File: src/sv/lrp_pkg.sv
// Package for the LR parser core: item kinds, action and event codes,
// and the command word carried from the front to the back part. No dependencies.
package lrp_pkg;

  localparam logic [2:0] KIND_TOKEN   = 3'd0;
  localparam logic [2:0] KIND_LD_ACT  = 3'd1;
  localparam logic [2:0] KIND_LD_GOTO = 3'd2;
  localparam logic [2:0] KIND_LD_RULE = 3'd3;
  localparam logic [2:0] KIND_RESTART = 3'd4;

  localparam logic [1:0] ACT_ERROR  = 2'd0;
  localparam logic [1:0] ACT_SHIFT  = 2'd1;
  localparam logic [1:0] ACT_REDUCE = 2'd2;
  localparam logic [1:0] ACT_ACCEPT = 2'd3;

  localparam logic [1:0] EV_REDUCE = 2'd0;
  localparam logic [1:0] EV_SHIFT  = 2'd1;
  localparam logic [1:0] EV_ACCEPT = 2'd2;
  localparam logic [1:0] EV_ERROR  = 2'd3;

  localparam logic [2:0] ERR_NONE  = 3'd0;
  localparam logic [2:0] ERR_ACT   = 3'd1;
  localparam logic [2:0] ERR_GOTO  = 3'd2;
  localparam logic [2:0] ERR_STACK = 3'd3;
  localparam logic [2:0] ERR_LIMIT = 3'd4;

  typedef enum logic [1:0] {
    CMD_TOKEN, CMD_LD_ACT, CMD_LD_GOTO, CMD_LD_RULE
  } cmd_op_t;

  typedef struct packed {
    cmd_op_t    op;
    logic       restart;
    logic [4:0] terminal;
    logic [5:0] row;
    logic [4:0] col;
    logic [1:0] etype;
    logic [5:0] evalue;
    logic [3:0] lhs;
    logic [3:0] len;
  } cmd_t;

  typedef enum logic [3:0] {
    ST_IDLE, ST_CLEAR, ST_ACT_RD, ST_ACT_EV, ST_RULE_RD, ST_BELOW_RD,
    ST_GOTO_RD, ST_GOTO_EV, ST_EMIT
  } bk_state_t;

endpackage

File: src/sv/lrp_front.sv
// Front part: accepts input items, classifies them and feeds a short queue.
// Depends on lrp_pkg.
module lrp_front #(
  parameter int QDEPTH = 2
) (
  input  logic          clk,
  input  logic          rst_n,
  input  logic          in_valid,
  output logic          in_ready,
  input  logic [2:0]    in_kind,
  input  logic [4:0]    in_terminal,
  input  logic [5:0]    in_table_row,
  input  logic [4:0]    in_table_col,
  input  logic [1:0]    in_entry_type,
  input  logic [5:0]    in_entry_value,
  input  logic [3:0]    in_rule_lhs,
  input  logic [3:0]    in_rule_length,
  output logic          q_valid,
  input  logic          q_pop,
  output lrp_pkg::cmd_t q_cmd
);
  import lrp_pkg::*;
  localparam int AW = (QDEPTH > 1) ? $clog2(QDEPTH) : 1;

  cmd_t           q_r [QDEPTH];
  logic [AW-1:0]  wp_r, wp_nxt, rp_r, rp_nxt;
  logic [AW:0]    cnt_r, cnt_nxt;
  logic           keep, push;
  cmd_t           c;

  assign in_ready = (cnt_r != (AW+1)'(QDEPTH));
  assign q_valid  = (cnt_r != '0);
  assign q_cmd    = q_r[rp_r];

  // Classify: drop unknown kinds, fold restart into a token-less command.
  always_comb begin
    c = '0;
    c.terminal = in_terminal;
    c.row      = in_table_row;
    c.col      = in_table_col;
    c.etype    = in_entry_type;
    c.evalue   = in_entry_value;
    c.lhs      = in_rule_lhs;
    c.len      = in_rule_length;
    keep       = 1'b1;
    case (in_kind)
      KIND_TOKEN:   c.op = CMD_TOKEN;
      KIND_LD_ACT:  c.op = CMD_LD_ACT;
      KIND_LD_GOTO: c.op = CMD_LD_GOTO;
      KIND_LD_RULE: c.op = CMD_LD_RULE;
      KIND_RESTART: begin
        c.op = CMD_LD_ACT;
        c.restart = 1'b1;
      end
      default: keep = 1'b0;
    endcase
  end

  assign push = in_valid && in_ready && keep;

  always_comb begin
    wp_nxt  = wp_r;
    rp_nxt  = rp_r;
    cnt_nxt = cnt_r;
    if (push) begin
      wp_nxt = (wp_r == AW'(QDEPTH-1)) ? '0 : wp_r + 1'b1;
    end
    if (q_pop) begin
      rp_nxt = (rp_r == AW'(QDEPTH-1)) ? '0 : rp_r + 1'b1;
    end
    if (push && !q_pop) begin
      cnt_nxt = cnt_r + 1'b1;
    end else if (!push && q_pop) begin
      cnt_nxt = cnt_r - 1'b1;
    end
  end

  always_ff @(posedge clk) begin
    if (!rst_n) begin
      wp_r  <= '0;
      rp_r  <= '0;
      cnt_r <= '0;
    end else begin
      wp_r  <= wp_nxt;
      rp_r  <= rp_nxt;
      cnt_r <= cnt_nxt;
    end
    if (push) begin
      q_r[wp_r] <= c;
    end
  end
endmodule

File: config.mk
export PLATFORM = sky130hd
export DESIGN_NAME = lrp_front
export DESIGN_NICKNAME = d
export VERILOG_FILES = /design/src/sv/lrp_pkg.sv /design/src/sv/lrp_front.sv
export SDC_FILE = /design/constraint.sdc
export NUM_CORES = 1
export LEC_CHECK = 0
export ABC_AREA = 1
export ABC_CLOCK_PERIOD_IN_PS = 4600
export BUFFER_PORTS_ARGS = -buffer_cell sky130_fd_sc_hd__buf_4
export CORE_UTILIZATION = 45
export CTS_CLUSTER_DIAMETER = 100
export DETAILED_ROUTE_END_ITERATION = 12
export PLACE_DENSITY = 0.7
export SLEW_MARGIN = 20
export SYNTH_ARGS = -nofsm -noshare
export SYNTH_HDL_FRONTEND = slang
export SYNTH_SLANG_ARGS = --single-unit
File: constraint.sdc
create_clock -name clk -period 4.6 [get_ports clk]
set_clock_uncertainty 0.2 [all_clocks]
set_input_delay 0 -clock clk [delete_from_list [all_inputs] [get_ports clk]]
set_output_delay 0 -clock clk [all_outputs]
set_load 0.01 [all_outputs]
==> flow_metrics.tcl <==
set metrics [dict create \
    status "finished clean" \
    synth_area_sq_um 2950 \
    wl_per_cell_um 13.0 \
    cts_max_level 3 \
    path_max_fanout 6 \
    highest_layer "met4" \
    io_buffers 75 \
    synthAdderAreaFrac_pct 0.424 \
    vias_per_cell 4.64 \
    hp-class "input port to flop" \
    worstReg2RegStart "cnt_r[0]$_SDFFE_PN0P_" \
    r2r_slack_ns 2.44 \
    wl_met3_um 223 \
    syn_area_per_cell_sq_um 19.2 \
    path_depth 7 \
    finalSetupViolations 0 \
    die_x_um 83.0 \
    wl_met1_um 1870 \
    yosysWarningCount 0 \
    nets 319 \
    min_path_cells 2 \
    rr_worst_depth 7 \
    worstReg2RegEnd "wp_r$_SDFFE_PN0N_" \
    antenna_found_initial 0 \
    cp-start-kind "flop" \
    drv_slew 0 \
    ys_top_cells_by_area "edfxtp_1 (71%), mux2_4 (15%), dfxtp_1 (3.4%)" \
    ant_nets 0 \
    rows 29 \
    hpwl_um 2810 \
    via_count 1675 \
    detail_route.iter0.violations 62 \
    path_class "flop to flop" \
    cp_top_family "buffers and inverters" \
    dieArea_sq_um 6890 \
    grt_max_degree 36 \
    clockBufferDepth 2 \
    hold_slack_ns 0.190 \
    yosys.area.top_type "edfxtp_1" \
    wl_um 4700 \
    ys.flop_type "edfxtp_1" \
    synth_seq_cells 75 \
    cts_inserted_buffers 9 \
    regArea_sq_um 2210 \
    max_slew_margin_pct 58.6 \
    critPathArrivalTime_ns 2.18 \
    die_h_um 83.0 \
    cpMostUsedCell "dlygate4sd3_1" \
    path_cells "inv_2 > a21oi_1 > nand3_1 > nand2_1 > dlygate4sd3_1 > nor2_1 > dlygate4sd3_1" \
    final_util_pct 66.4 \
    synth_cell_types 17 \
    cts_tree "done" \
    power.density_nw_per_um2 382 \
    worstHoldStart "in_table_row[0]" \
    grt_pass1_wl_um 7470 \
    path_buf_inv 3 \
    synth_compound_area_share_pct 0.678 \
    yosys.area_share.simple_pct 3.77 \
    final.period_utilization_pct 46.9 \
    syn_to_final_growth_pct 42.7 \
    placed_cells 304 \
    clock_latency_ns 0.33 \
    drcViolationCount 0 \
    cp_slowest_stage_delay_ns 0.55 \
    finalNonFillerCells 361 \
    worst_path_max_delay_cell "dlygate4sd3_1" \
    yosysSeqAreaShare_pct 74.5 \
    power_mw 1.61 \
    drive_gt1_share_pct 46.5 \
    timing.fmax_ghz 0.464 \
    ys_top_cells_by_count "edfxtp_1 (70), mux2_4 (30), nor2_1 (13), nand2_1 (9), inv_1 (7)" \
    floorplan.core_area_sq_um 6350 \
    yosysTopAreaCellShare_pct 71.2 \
    synth_edf_count 70 \
    start_util_pct 46.5 \
    dr.pass1.iters 4 \
    grt_overflow_total 0 \
    cap_violations 0 \
    gp_congestion 0.690 \
    min_to "q_r[1][21]$_DFFE_PP_" \
    grt_usage_pct 14.5 \
    peakVddDrop_mv 0.233 \
    path_clk_slew_ns 0.07 \
    synth_xor_area_share_pct 0 \
    num_antenna_cells 0 \
    crit_required_ns 4.62 \
    layout_min_cycle_time_ns 2.16 \
    crit_path_end_kind "flop" \
    wl_met2_um 2480 \
    synth-async-reset-ratio_pct 0 \
    multiInputGateArea_sq_um 656 \
    hold_viol 0 \
    synthMuxAreaShare_pct 17.2 \
    p_leak_nw 1.71 \
    totalNegativeSetupSlack_ns 0 \
    rsz0062_at_grt "no" \
    synth_top_family_by_area "multiplexers" \
    fill_cells 451 \
    synth_nets 194 \
    first_global_vias 1626 \
    root_buffer "clkbuf_8" \
    synth_most_common_cell "edfxtp_1" \
    cts_sinks 75 \
    tightest_slew_ns 0.621 \
    io_pins 76 \
    synth_cells 154 \
]
-- registers in the layout, summed over array words and instances, names as in the netlist, named ones only --
name	count
cnt_r	2
q_r	70
rp_r	1
wp_r	1
-- layout make-up --
cell class | instances | share of cell area [%]
clock buffers | 9 | 2.94
clock inverters | 7 | 2.76
inverters | 8 | 0.712
multi-input cells | 67 | 15.5
flip-flops and latches | 75 | 52.3
well taps | 77 | 2.28
repair buffers | 118 | 23.4
-- metal layers --
metal	vias to the layer above	global-route usage (%)
met3	14	3.28
met1	787	16.3
met5	-	0
met2	51	25.0
met4	0	8.62
li1	823	-
-- through the flow --
| step | instance area, sq um | worst slack, ns |
|---|---|---|
| floorplan | 2950 | 0.956 |
| global placement | 3560 | 2.77 |
| detailed placement | 3560 | 2.72 |
| CTS | 4210 | 2.35 |
| global route | 4220 | 2.34 |
| finish | 4220 | 2.44 |
-- power breakdown --
group          leakage [nW]  internal, mW  switching (mW)
Combinational         0.903         0.134          0.0838
Sequential            0.686         0.790          0.0223
Clock                 0.119         0.359           0.223
Total                  1.71          1.28           0.329
-- cells by family (layout without fill, tap and decap cells) --
logic type,after synthesis,count (layout)
and+or+nand+nor,27,27
adders and majority gates,1,1
DFF,75,75
muxes,35,35
buffers and inverters,12,142
AOI/OAI and AO/OA,4,4
-- worst max-delay path by stage --
stage | to | startpoint
global route | wp_r$_SDFFE_PN0N_ | cnt_r[0]$_SDFFE_PN0P_
CTS | q_cmd[34] | flop
floorplan | q_r[0][0]$_DFFE_PP_ | cnt_r[0]$_SDFFE_PN0P_
finish | wp_r$_SDFFE_PN0N_ | cnt_r[0]$_SDFFE_PN0P_
detailed placement | q_r[0][8]$_DFFE_PP_ | cnt_r[0]$_SDFFE_PN0P_
global placement | q_cmd[32] | flop
-- placed cells by master, fill, tap and decap left out, drive strengths merged --
cell type	n
nor2	13
clkbuf	9
edfxtp	70
nand3b	1
inv	8
clkinvlp	1
clkinv	3
ha	1
a21oi	2
dlygate4sd3	41
bufinv	3
nor3	2
nand2	10
buf	77
dfxtp	5
nand3	1
mux2	35
o21ai	2
-- what timing repair did --
item / CTS / global route
hold endpoints to repair: 78 / 0
endpoints found under the setup margin: 0 / 0
hold buffers: 41 / 0
resized for setup: 0 / 0
setup buffers: 0 / 0
No activity file was read; power rests on OpenSTA's default activity.
